==> config.mk <==
export PLATFORM = sky130hd
export DESIGN_NAME = bucketed_hash_table_core
export DESIGN_NICKNAME = d
export VERILOG_FILES = /design/src/hw/rtl/bht_pkg.sv /design/src/hw/rtl/bht_mod.sv /design/src/hw/rtl/bht_mem.sv /design/src/hw/rtl/bucketed_hash_table_core.sv
export VERILOG_INCLUDE_DIRS = /design/src /design/src/hw/rtl
export SDC_FILE = /design/constraint.sdc
export NUM_CORES = 2
export LEC_CHECK = 0
export BUFFER_PORTS_ARGS = -buffer_cell sky130_fd_sc_hd__buf_2
export CAP_MARGIN = 0
export CORE_MARGIN = 4
export CORE_UTILIZATION = 35
export DETAILED_ROUTE_END_ITERATION = 16
export PLACE_DENSITY_LB_ADDON = 0.1
export SLEW_MARGIN = 20
export SYNTH_ARGS = -nofsm -noshare
export SYNTH_HDL_FRONTEND = slang
export SYNTH_SLANG_ARGS = --single-unit
==> constraint.sdc <==
create_clock -name clk -period 8.6 [get_ports clk]
set_input_delay 0.86 -clock clk [delete_from_list [all_inputs] [get_ports clk]]
set_output_delay 0.86 -clock clk [all_outputs]
set_load 0.02 [all_outputs]
==> src/hw/rtl/bucketed_hash_table_core_assert.svh <==
// Assertion macros used by the bucketed hash table core.
// Each macro expects clk and rst_n in scope at the point of use.
`ifndef BUCKETED_HASH_TABLE_CORE_ASSERT_SVH
`define BUCKETED_HASH_TABLE_CORE_ASSERT_SVH

`ifndef SYNTH

// Plain invariant, checked at every clock edge outside reset.
`define BHT_ASSERT_ALWAYS(label, prop, msg) \
    label: assert property (@(posedge clk) disable iff (!rst_n) (prop)) else $error(msg);

// Same-cycle implication.
`define BHT_ASSERT_IMPL(label, ante, cons, msg) \
    label: assert property (@(posedge clk) disable iff (!rst_n) (ante) |-> (cons)) \
        else $error(msg);

// Next-cycle implication.
`define BHT_ASSERT_NEXT(label, ante, cons, msg) \
    label: assert property (@(posedge clk) disable iff (!rst_n) (ante) |=> (cons)) \
        else $error(msg);

`else

`define BHT_ASSERT_ALWAYS(label, prop, msg)
`define BHT_ASSERT_IMPL(label, ante, cons, msg)
`define BHT_ASSERT_NEXT(label, ante, cons, msg)

`endif

`endif

==> src/hw/rtl/bht_pkg.sv <==
`timescale 1ns / 1ps

package bht_pkg;

    localparam int BUCKETS_DEF = 16;
    localparam int WAYS_DEF    = 4;

    localparam int KEY_W    = 31;
    localparam int VALUE_W  = 32;
    localparam int STATUS_W = 3;

    // key bits folded into the remainder per cycle by the modulo unit
    localparam int MOD_DIGIT_W = 8;
    localparam int MOD_STEPS   = (KEY_W + MOD_DIGIT_W - 1) / MOD_DIGIT_W;

    localparam logic CMD_INSERT = 1'b0;
    localparam logic CMD_REMOVE = 1'b1;

    typedef enum logic [STATUS_W-1:0] {
        ST_INSERTED  = 3'd0,
        ST_REPLACED  = 3'd1,
        ST_REMOVED   = 3'd2,
        ST_NOT_FOUND = 3'd3,
        ST_FULL      = 3'd4
    } status_t;

    typedef enum logic [1:0] {
        S_CLEAR,
        S_IDLE,
        S_DIVIDE,
        S_LOOKUP
    } state_t;

    typedef struct packed {
        logic rd_en;
        logic tag_we;
        logic val_we;
    } mem_ctrl_t;

endpackage

==> src/hw/rtl/bht_mod.sv <==
`timescale 1ns / 1ps

// key mod BUCKETS: a bit slice for power-of-two counts, otherwise a
// digit-serial remainder fold, MOD_DIGIT_W bits per cycle.
module bht_mod
    import bht_pkg::*;
#(
    parameter int BUCKETS = BUCKETS_DEF
) (
    input  logic                       clk,
    input  logic                       rst_n,
    input  logic                       start,
    input  logic [KEY_W-1:0]           key,
    output logic                       done,
    output logic [$clog2(BUCKETS)-1:0] bucket
);

    localparam int BW = $clog2(BUCKETS);

    if ((BUCKETS & (BUCKETS - 1)) == 0) begin : g_pow2

        assign done   = start;
        assign bucket = key[BW-1:0];

    end else begin : g_iter

        localparam int PAD_W = MOD_STEPS * MOD_DIGIT_W;
        localparam int CNT_W = $clog2(MOD_STEPS + 1);
        localparam logic [BW:0] MODULUS = (BW + 1)'(BUCKETS);

        logic             busy_reg, busy_next;
        logic [CNT_W-1:0] cnt_reg, cnt_next;
        logic [PAD_W-1:0] sh_reg, sh_next;
        logic [BW-1:0]    rem_reg, rem_next;
        logic [BW:0]      part;

        always_comb
        begin
            busy_next = busy_reg;
            cnt_next  = cnt_reg;
            sh_next   = sh_reg;
            rem_next  = rem_reg;
            part      = '0;
            if (start)
            begin
                busy_next = 1'b1;
                cnt_next  = CNT_W'(MOD_STEPS);
                sh_next   = PAD_W'(key);
                rem_next  = '0;
            end
            else if (busy_reg)
            begin
                if (cnt_reg == '0)
                begin
                    busy_next = 1'b0;
                end
                else
                begin
                    // rem = (2*rem + bit) mod BUCKETS, msb first
                    for (int i = 0; i < MOD_DIGIT_W; i++)
                    begin
                        part = {rem_next, sh_next[PAD_W-1]};
                        if (part >= MODULUS)
                        begin
                            part = part - MODULUS;
                        end
                        rem_next = part[BW-1:0];
                        sh_next  = {sh_next[PAD_W-2:0], 1'b0};
                    end
                    cnt_next = cnt_reg - 1'b1;
                end
            end
        end

        always_ff @(posedge clk or negedge rst_n)
        begin
            if (!rst_n)
            begin
                busy_reg <= 1'b0;
                cnt_reg  <= '0;
            end
            else
            begin
                busy_reg <= busy_next;
                cnt_reg  <= cnt_next;
            end
        end

        always_ff @(posedge clk)
        begin
            sh_reg  <= sh_next;
            rem_reg <= rem_next;
        end

        assign done   = busy_reg && (cnt_reg == '0);
        assign bucket = rem_reg;

    end

endmodule

==> src/hw/rtl/bht_mem.sv <==
`timescale 1ns / 1ps

// Bucket row store (valid marks + keys, one row per bucket, registered read)
// and the per-slot value store.
module bht_mem
    import bht_pkg::*;
#(
    parameter int BUCKETS = BUCKETS_DEF,
    parameter int WAYS    = WAYS_DEF
) (
    input  logic                             clk,
    input  mem_ctrl_t                        ctrl,
    input  logic [$clog2(BUCKETS)-1:0]       rd_addr,
    input  logic [$clog2(BUCKETS)-1:0]       tag_addr,
    input  logic [WAYS*(KEY_W+1)-1:0]        tag_row,
    input  logic [$clog2(BUCKETS*WAYS)-1:0]  val_addr,
    input  logic [VALUE_W-1:0]               val_data,
    output logic [WAYS*(KEY_W+1)-1:0]        rd_row
);

    localparam int ROW_W = WAYS * (KEY_W + 1);
    localparam int SLOTS = BUCKETS * WAYS;

    logic [ROW_W-1:0]   tag_mem [BUCKETS];
    logic [VALUE_W-1:0] val_mem [SLOTS];
    logic [ROW_W-1:0]   rd_row_reg;

    always_ff @(posedge clk)
    begin
        if (ctrl.tag_we)
        begin
            tag_mem[tag_addr] <= tag_row;
        end
        if (ctrl.rd_en)
        begin
            rd_row_reg <= tag_mem[rd_addr];
        end
    end

    always_ff @(posedge clk)
    begin
        if (ctrl.val_we)
        begin
            val_mem[val_addr] <= val_data;
        end
    end

    assign rd_row = rd_row_reg;

endmodule

==> src/hw/rtl/bucketed_hash_table_core.sv <==
`timescale 1ns / 1ps
// Bucketed hash table: each request inserts/replaces or removes a 31-bit key
// (with a 32-bit value) in bucket key mod BUCKETS, which holds WAYS slots, and
// returns one result (status, table_empty) per request in request order.
// When BUCKETS is a power of two a request is one synchronous read of the
// bucket row, then the parallel compare across the ways and the write-back.
// For other bucket counts the key is first reduced by a fold unit that takes
// 8 key bits per cycle.
// One request is in flight at a time; the result sits in an output register,
// so the next request is taken while a result still waits for transfer.
// After reset the block runs a clearing pass over every row of the row store,
// with in_stall held high, before the first request is taken.

`include "bucketed_hash_table_core_assert.svh"

module bucketed_hash_table_core
    import bht_pkg::*;
#(
    parameter int BUCKETS = BUCKETS_DEF,
    parameter int WAYS    = WAYS_DEF
) (
    input  logic                clk,
    input  logic                rst_n,
    // request channel
    input  logic                in_valid,
    output logic                in_stall,
    input  logic                cmd,
    input  logic [KEY_W-1:0]    key,
    input  logic [VALUE_W-1:0]  value,
    // result channel
    output logic                out_valid,
    input  logic                out_stall,
    output logic [STATUS_W-1:0] status,
    output logic                table_empty
);

    localparam int BW    = $clog2(BUCKETS);
    localparam int WW    = (WAYS > 1) ? $clog2(WAYS) : 1;
    localparam int SLOTS = BUCKETS * WAYS;
    localparam int SA_W  = $clog2(SLOTS);
    localparam int CW    = $clog2(SLOTS + 1);
    localparam int ROW_W = WAYS * (KEY_W + 1);
    localparam logic [BW-1:0] LAST_BUCKET = BW'(BUCKETS - 1);

    // sequencer
    state_t state_reg, state_next;

    // request held for the whole operation
    logic               cmd_reg;
    logic [KEY_W-1:0]   key_reg;
    logic [VALUE_W-1:0] value_reg;
    logic [BW-1:0]      bucket_reg, bucket_next;

    // clearing pass pointer and live entry count
    logic [BW-1:0] clr_reg, clr_next;
    logic [CW-1:0] count_reg, count_next;

    // output register
    logic    out_valid_reg, out_valid_next;
    status_t status_reg, status_next;
    logic    empty_reg;

    // handshake / control
    logic      accept;
    logic      out_free;
    logic      commit;
    mem_ctrl_t ctrl;

    // modulo unit
    logic          mod_done;
    logic [BW-1:0] mod_bucket;

    // row store ports
    logic [BW-1:0]      tag_addr;
    logic [ROW_W-1:0]   tag_row;
    logic [ROW_W-1:0]   rd_row;
    logic [SA_W-1:0]    val_addr;

    // row fields and match results
    logic [WAYS-1:0]  row_valid;
    logic [KEY_W-1:0] row_key [WAYS];
    logic [WAYS-1:0]  new_valid;
    logic [KEY_W-1:0] new_key [WAYS];
    logic [ROW_W-1:0] new_row;
    logic             hit, free;
    logic [WW-1:0]    hit_way, free_way, val_way;

    bht_mod #(
        .BUCKETS (BUCKETS)
    ) u_mod (
        .clk    (clk),
        .rst_n  (rst_n),
        .start  (accept),
        .key    (key),
        .done   (mod_done),
        .bucket (mod_bucket)
    );

    bht_mem #(
        .BUCKETS (BUCKETS),
        .WAYS    (WAYS)
    ) u_mem (
        .clk      (clk),
        .ctrl     (ctrl),
        .rd_addr  (mod_bucket),
        .tag_addr (tag_addr),
        .tag_row  (tag_row),
        .val_addr (val_addr),
        .val_data (value_reg),
        .rd_row   (rd_row)
    );

    // Row layout: {key[WAYS-1] .. key[0], valid[WAYS-1:0]}
    always_comb
    begin
        row_valid = rd_row[WAYS-1:0];
        for (int w = 0; w < WAYS; w++)
        begin
            row_key[w] = rd_row[WAYS + w*KEY_W +: KEY_W];
        end
    end

    // Parallel compare across the ways: first valid matching way,
    // first free way.
    always_comb
    begin
        hit      = 1'b0;
        hit_way  = '0;
        free     = 1'b0;
        free_way = '0;
        for (int w = 0; w < WAYS; w++)
        begin
            if (row_valid[w])
            begin
                if (!hit && (row_key[w] == key_reg))
                begin
                    hit     = 1'b1;
                    hit_way = WW'(w);
                end
            end
            else if (!free)
            begin
                free     = 1'b1;
                free_way = WW'(w);
            end
        end
    end

    // Modified row: fill the free way on insert, drop the hit way on remove.
    // Only written back when the operation actually changes the row.
    always_comb
    begin
        new_valid = row_valid;
        for (int w = 0; w < WAYS; w++)
        begin
            new_key[w] = row_key[w];
        end
        if (cmd_reg == CMD_INSERT)
        begin
            new_valid[free_way] = 1'b1;
            new_key[free_way]   = key_reg;
        end
        else
        begin
            new_valid[hit_way] = 1'b0;
        end
        new_row[WAYS-1:0] = new_valid;
        for (int w = 0; w < WAYS; w++)
        begin
            new_row[WAYS + w*KEY_W +: KEY_W] = new_key[w];
        end
    end

    // Status and entry count for the request in LOOKUP
    always_comb
    begin
        count_next  = count_reg;
        status_next = ST_NOT_FOUND;
        if (cmd_reg == CMD_INSERT)
        begin
            if (hit)
            begin
                status_next = ST_REPLACED;
            end
            else if (free)
            begin
                status_next = ST_INSERTED;
                if (commit)
                begin
                    count_next = count_reg + 1'b1;
                end
            end
            else
            begin
                status_next = ST_FULL;
            end
        end
        else
        begin
            if (hit)
            begin
                status_next = ST_REMOVED;
                if (commit)
                begin
                    count_next = count_reg - 1'b1;
                end
            end
        end
    end

    // Next state
    always_comb
    begin
        state_next = state_reg;
        unique case (state_reg)
            S_CLEAR:
            begin
                if (clr_reg == LAST_BUCKET)
                begin
                    state_next = S_IDLE;
                end
            end
            S_IDLE:
            begin
                if (in_valid)
                begin
                    state_next = mod_done ? S_LOOKUP : S_DIVIDE;
                end
            end
            S_DIVIDE:
            begin
                if (mod_done)
                begin
                    state_next = S_LOOKUP;
                end
            end
            S_LOOKUP:
            begin
                if (out_free)
                begin
                    state_next = S_IDLE;
                end
            end
            default:
            begin
                state_next = S_CLEAR;
            end
        endcase
    end

    // State outputs
    always_comb
    begin
        in_stall    = 1'b1;
        ctrl.rd_en  = 1'b0;
        ctrl.tag_we = 1'b0;
        ctrl.val_we = 1'b0;
        commit      = 1'b0;
        tag_addr    = bucket_reg;
        tag_row     = new_row;
        unique case (state_reg)
            S_CLEAR:
            begin
                ctrl.tag_we = 1'b1;
                tag_addr    = clr_reg;
                tag_row     = '0;
            end
            S_IDLE:
            begin
                in_stall   = 1'b0;
                ctrl.rd_en = in_valid && mod_done;
            end
            S_DIVIDE:
            begin
                ctrl.rd_en = mod_done;
            end
            S_LOOKUP:
            begin
                commit      = out_free;
                ctrl.tag_we = out_free
                    && (((cmd_reg == CMD_INSERT) && !hit && free)
                        || ((cmd_reg == CMD_REMOVE) && hit));
                ctrl.val_we = out_free && (cmd_reg == CMD_INSERT) && (hit || free);
            end
            default:
            begin
                in_stall = 1'b1;
            end
        endcase
    end

    assign accept   = in_valid && !in_stall;
    assign out_free = !out_valid_reg || !out_stall;

    assign val_way  = hit ? hit_way : free_way;
    assign val_addr = SA_W'(bucket_reg) * SA_W'(WAYS) + SA_W'(val_way);

    assign bucket_next    = ctrl.rd_en ? mod_bucket : bucket_reg;
    assign clr_next       = (state_reg == S_CLEAR) ? clr_reg + 1'b1 : clr_reg;
    assign out_valid_next = commit || (out_valid_reg && out_stall);

    always_ff @(posedge clk or negedge rst_n)
    begin
        if (!rst_n)
        begin
            state_reg     <= S_CLEAR;
            clr_reg       <= '0;
            count_reg     <= '0;
            out_valid_reg <= 1'b0;
        end
        else
        begin
            state_reg     <= state_next;
            clr_reg       <= clr_next;
            count_reg     <= count_next;
            out_valid_reg <= out_valid_next;
        end
    end

    always_ff @(posedge clk)
    begin
        if (accept)
        begin
            cmd_reg   <= cmd;
            key_reg   <= key;
            value_reg <= value;
        end
        bucket_reg <= bucket_next;
        if (commit)
        begin
            status_reg <= status_next;
            empty_reg  <= (count_next == '0);
        end
    end

    assign out_valid   = out_valid_reg;
    assign status      = status_reg;
    assign table_empty = empty_reg;

    // Checks
    `BHT_ASSERT_ALWAYS(a_count_range, count_reg <= CW'(SLOTS), "entry count above slot total")
    `BHT_ASSERT_IMPL(a_empty_matches, out_valid_reg, table_empty == (count_reg == '0), "table_empty disagrees with entry count")
    `BHT_ASSERT_NEXT(a_count_on_commit, !commit, $stable(count_reg), "entry count moved without a commit")
    `BHT_ASSERT_ALWAYS(a_no_rd_wr_overlap, !(ctrl.rd_en && ctrl.tag_we), "row read and write in the same cycle")

endmodule
==> metrics <==
slowest stage delay, CP=between 800 and 900 ps; maximum vdd drop=roughly 0.00020 V; CTS Buf Count=around 230; Detailed Routing Iterations Pass 1=7; Routed WL=~240 mm; utilization after layout=40.29%; Final Hold Fails=0; Max Slew Vio Count=0; Crit. End Element=flop; critical path cell sequence=xnor2_1 -> nand4_1 -> nor4_2 -> nand4_1 -> nand4b_4 -> ha_1 -> a21oi_1 -> nor2_1 -> nor2_1 -> nor2_1 -> o21ai_1 -> nor2_4 -> buf_12; Final min period=6284 ps; die area=approximately 260000 µm²; max-cap violations=0; DRC Markers=0; flops & latches, synth=2226; vias per cell=between 5 and 6; status=finished, final reports clean; first-pass GRT wire length=about 340 mm; synthesis-to-layout area growth=14.53%; via count=about 40000; P_leak=roughly 30 nW; RD Place Congestion=approximately 0.75; Post-synth EDFFs=2212; Arrival @ worst endpoint=about 6800 ps; unrepaired setup endpoints after global routing=false; vias in the first global route=around 42000; Yosys cell types=between 50 and 60; Post-Route Skew=between 50 and 60 ps; post-DP HPWL=approximately 120 mm; io pins=74; Seq/Total Area, Yosys=77.19%; # port buffers=about 40; nets=4100; die width=a little over 500 µm; Critical Path RT=between 9000 and 10000 ps; CTS tree=built; Hold Crit Class=in2reg; Cell Rows=182; GRT Max-Usage Layer=met2; Initial Util=between 30% and 40%; gr usage total=18.53%; Post-synth ARST share=0.6289%; most frequent CP cell=nor2_1; DRT iter0 DRCs=about 4000; switching power=7.658 mW; kind of critical path=reg2reg; net count after synthesis=between 3000 and 4000; critical path fanouts, max=44; max reg flops=between 2000 and 2500; Worst Tran Pin Value=roughly 1200 ps; initial antenna violation count=6; die height=between 500 and 600 µm; max-slew headroom at the worst pin=between 20% and 30%; core area=~250000 µm²; CTS Sinks=2226; Post-CTS Setup Bufs=0; CTS clk-pin slew, worst paths=approximately 60 ps; Synth Flop Type=edfxtp_1; gr ovfl total=0; switching portion of total power=between 20% and 30%; CTS root buf=clkbuf_16; synthesized cell area=about 87000 µm²; fraction of layout cells with a size suffix above 1=roughly 30%; largest net degree at the start of global routing=116; grt met1 use=about a quarter; critical path's slowest cell=xnor2_1; Clk Latency, worst-skew pair=about 870 ps; PD cells=between 200 and 300 nW/µm²; Clk network pwr share=about 34%; Mapped Cells=slightly below 4000; fmax=between 150 and 200 MHz; M2 GR Usage=a little under a third; Syn Area/Cell=~22 µm²; final period utilization=between 70% and 80%; Clock Path Buffers=3; setup TNS=0 ps; Final setup viols=0; Wirelength per Cell=around 32 µm; Internal Power=roughly 20 mW; Design Power=approximately 28 mW; combinational share of power=between 10 and 15%; htree depth=4; Flop pwr share=51.0%; GRT met3 Usage=between 2 and 3%; crit start category=flop; Final ANT Viol Nets=0; synth warn=0
[cells in the final DEF, fill, tap and decap left out, types with 12 or more instances in the layout]
cell,n
buf_4,54
clkinv_2,43
mux2i_1,12
nand4_1,60
xor2_1,18
edfxtp_1,2212
o21ai_0,12
clkinv_1,64
nand2_1,275
nor2_4,18
inv_1,12
nor2_1,17
a21oi_2,90
bufinv_16,17
mux4_2,631
a21oi_1,52
clkbuf_1,43
xnor2_1,103
clkbuf_16,237
nor4_1,14
dfrtp_1,14
buf_2,37
buf_12,48
[per-stage QoR]
step | setup slack [ps] | std cells | hold slack, ps | area [µm²]
final | 2316 | 7434 | 181.2 | 99080
after detailed placement | 2147 | 7004 | 468.7 | 91450
after global routing | 2200 | 7432 | 122.5 | 99070
after floorplan | 320.5 | 3864 | 448.3 | 86510
after global placement | 1705 | 7001 | 472.3 | 91320
after CTS | 2099 | 7428 | 107.9 | 98770
[repair_timing]
item | 4_1_cts | 5_1_grt
hold buffers | 1 | 0
endpoints found under the hold margin | 14 | 0
setup endpoints to repair | 0 | 0
gates resized for setup | 0 | 0
[cell usage after synthesis (9+ instances only)]
master / n / area [µm²]
xnor2_1: 103 / 902.1
nor2_1: 34 / 127.6
o21ai_0: 13 / 65.06
buf_2: 13 / 65.06
mux2i_1: 12 / 120.1
xnor2_2: 10 / 162.7
clkbuf_1: 136 / 510.5
dfrtp_1: 14 / 350.3
a21oi_1: 143 / 715.7
nor2b_1: 10 / 62.56
nor4_1: 16 / 100.1
xor2_1: 18 / 157.7
buf_1: 50 / 187.7
nand2_1: 276 / 1036
nor3_1: 9 / 45.04
inv_1: 13 / 48.80
edfxtp_1: 2212 / 66420
nand4_1: 60 / 375.4
mux4_2: 631 / 14210
a211oi_1: 11 / 82.58
ha_1: 9 / 112.6
nand3_1: 9 / 45.04
buf_6: 15 / 168.9
[critical path: cells and delay by family, from the launching register on]
kind / cells / cell delay, ps
AO/OA/AOI/OAI: 2 / 470
flip-flops: 1 / 580
XOR/XNOR: 1 / 870
adder cells (fa/ha/maj): 1 / 200
AND/OR/NAND/NOR: 8 / 3270
buffers and inverters: 1 / 450
[layout make-up]
cell class	count	area, µm²
clock inverters	143	1217
flip-flops and latches	2226	66770
well taps	3220	4029
fillers	21693	146900
multi-input cells	1401	19210
diodes	3	7.507
clock buffers	280	6092
inverters	14	62.56
repair buffers	147	1684
[cell families (layout without fill, tap and decap cells)]
logic type,count (synthesis),in the layout,synth area share [%]
AO/OA/AOI/OAI,175,175,1.076
XOR/XNOR,132,132,1.445
adder cells (fa/ha/maj),9,9,0.1302
buffers and inverters,237,584,1.231
flip-flops,2226,2226,77.19
multiplexers,644,644,16.58
other,0,3,0
AND/OR/NAND/NOR,441,441,2.350
[worst paths after layout]
kind                            slack [ps]  cells past startpoint         start                    end
worst max-delay path                  2320                     13   key_reg[25]  u_mem.tag_mem[8][121]
worst max register to register        2320                     13   key_reg[25]  u_mem.tag_mem[8][121]
min in group asynchronous              470                      2         rst_n              out_valid
worst min-delay path                   180                      1           cmd                cmd_reg
max in group asynchronous             7800                      2         rst_n             clr_reg[3]
worst min register to register         480                      1  count_reg[6]           count_reg[6]
[layer usage]
metal	vias up	wire length, µm
li1	16538	-
met1	22372	107700
met2	911	116700
met3	316	9806
met4	0	5157
met5	-	0
[power by group through the flow]
stage	Combinational, mW	Clock (mW)	Sequential, mW
finish	4.10	9.73	14.4
global route	4.40	10.5	14.5
floorplan	2.25	0	14.6
global placement	3.99	0	14.6
detailed placement	4.10	0	14.7
CTS	4.10	9.99	14.4
Power figures use the tool's default switching activity.
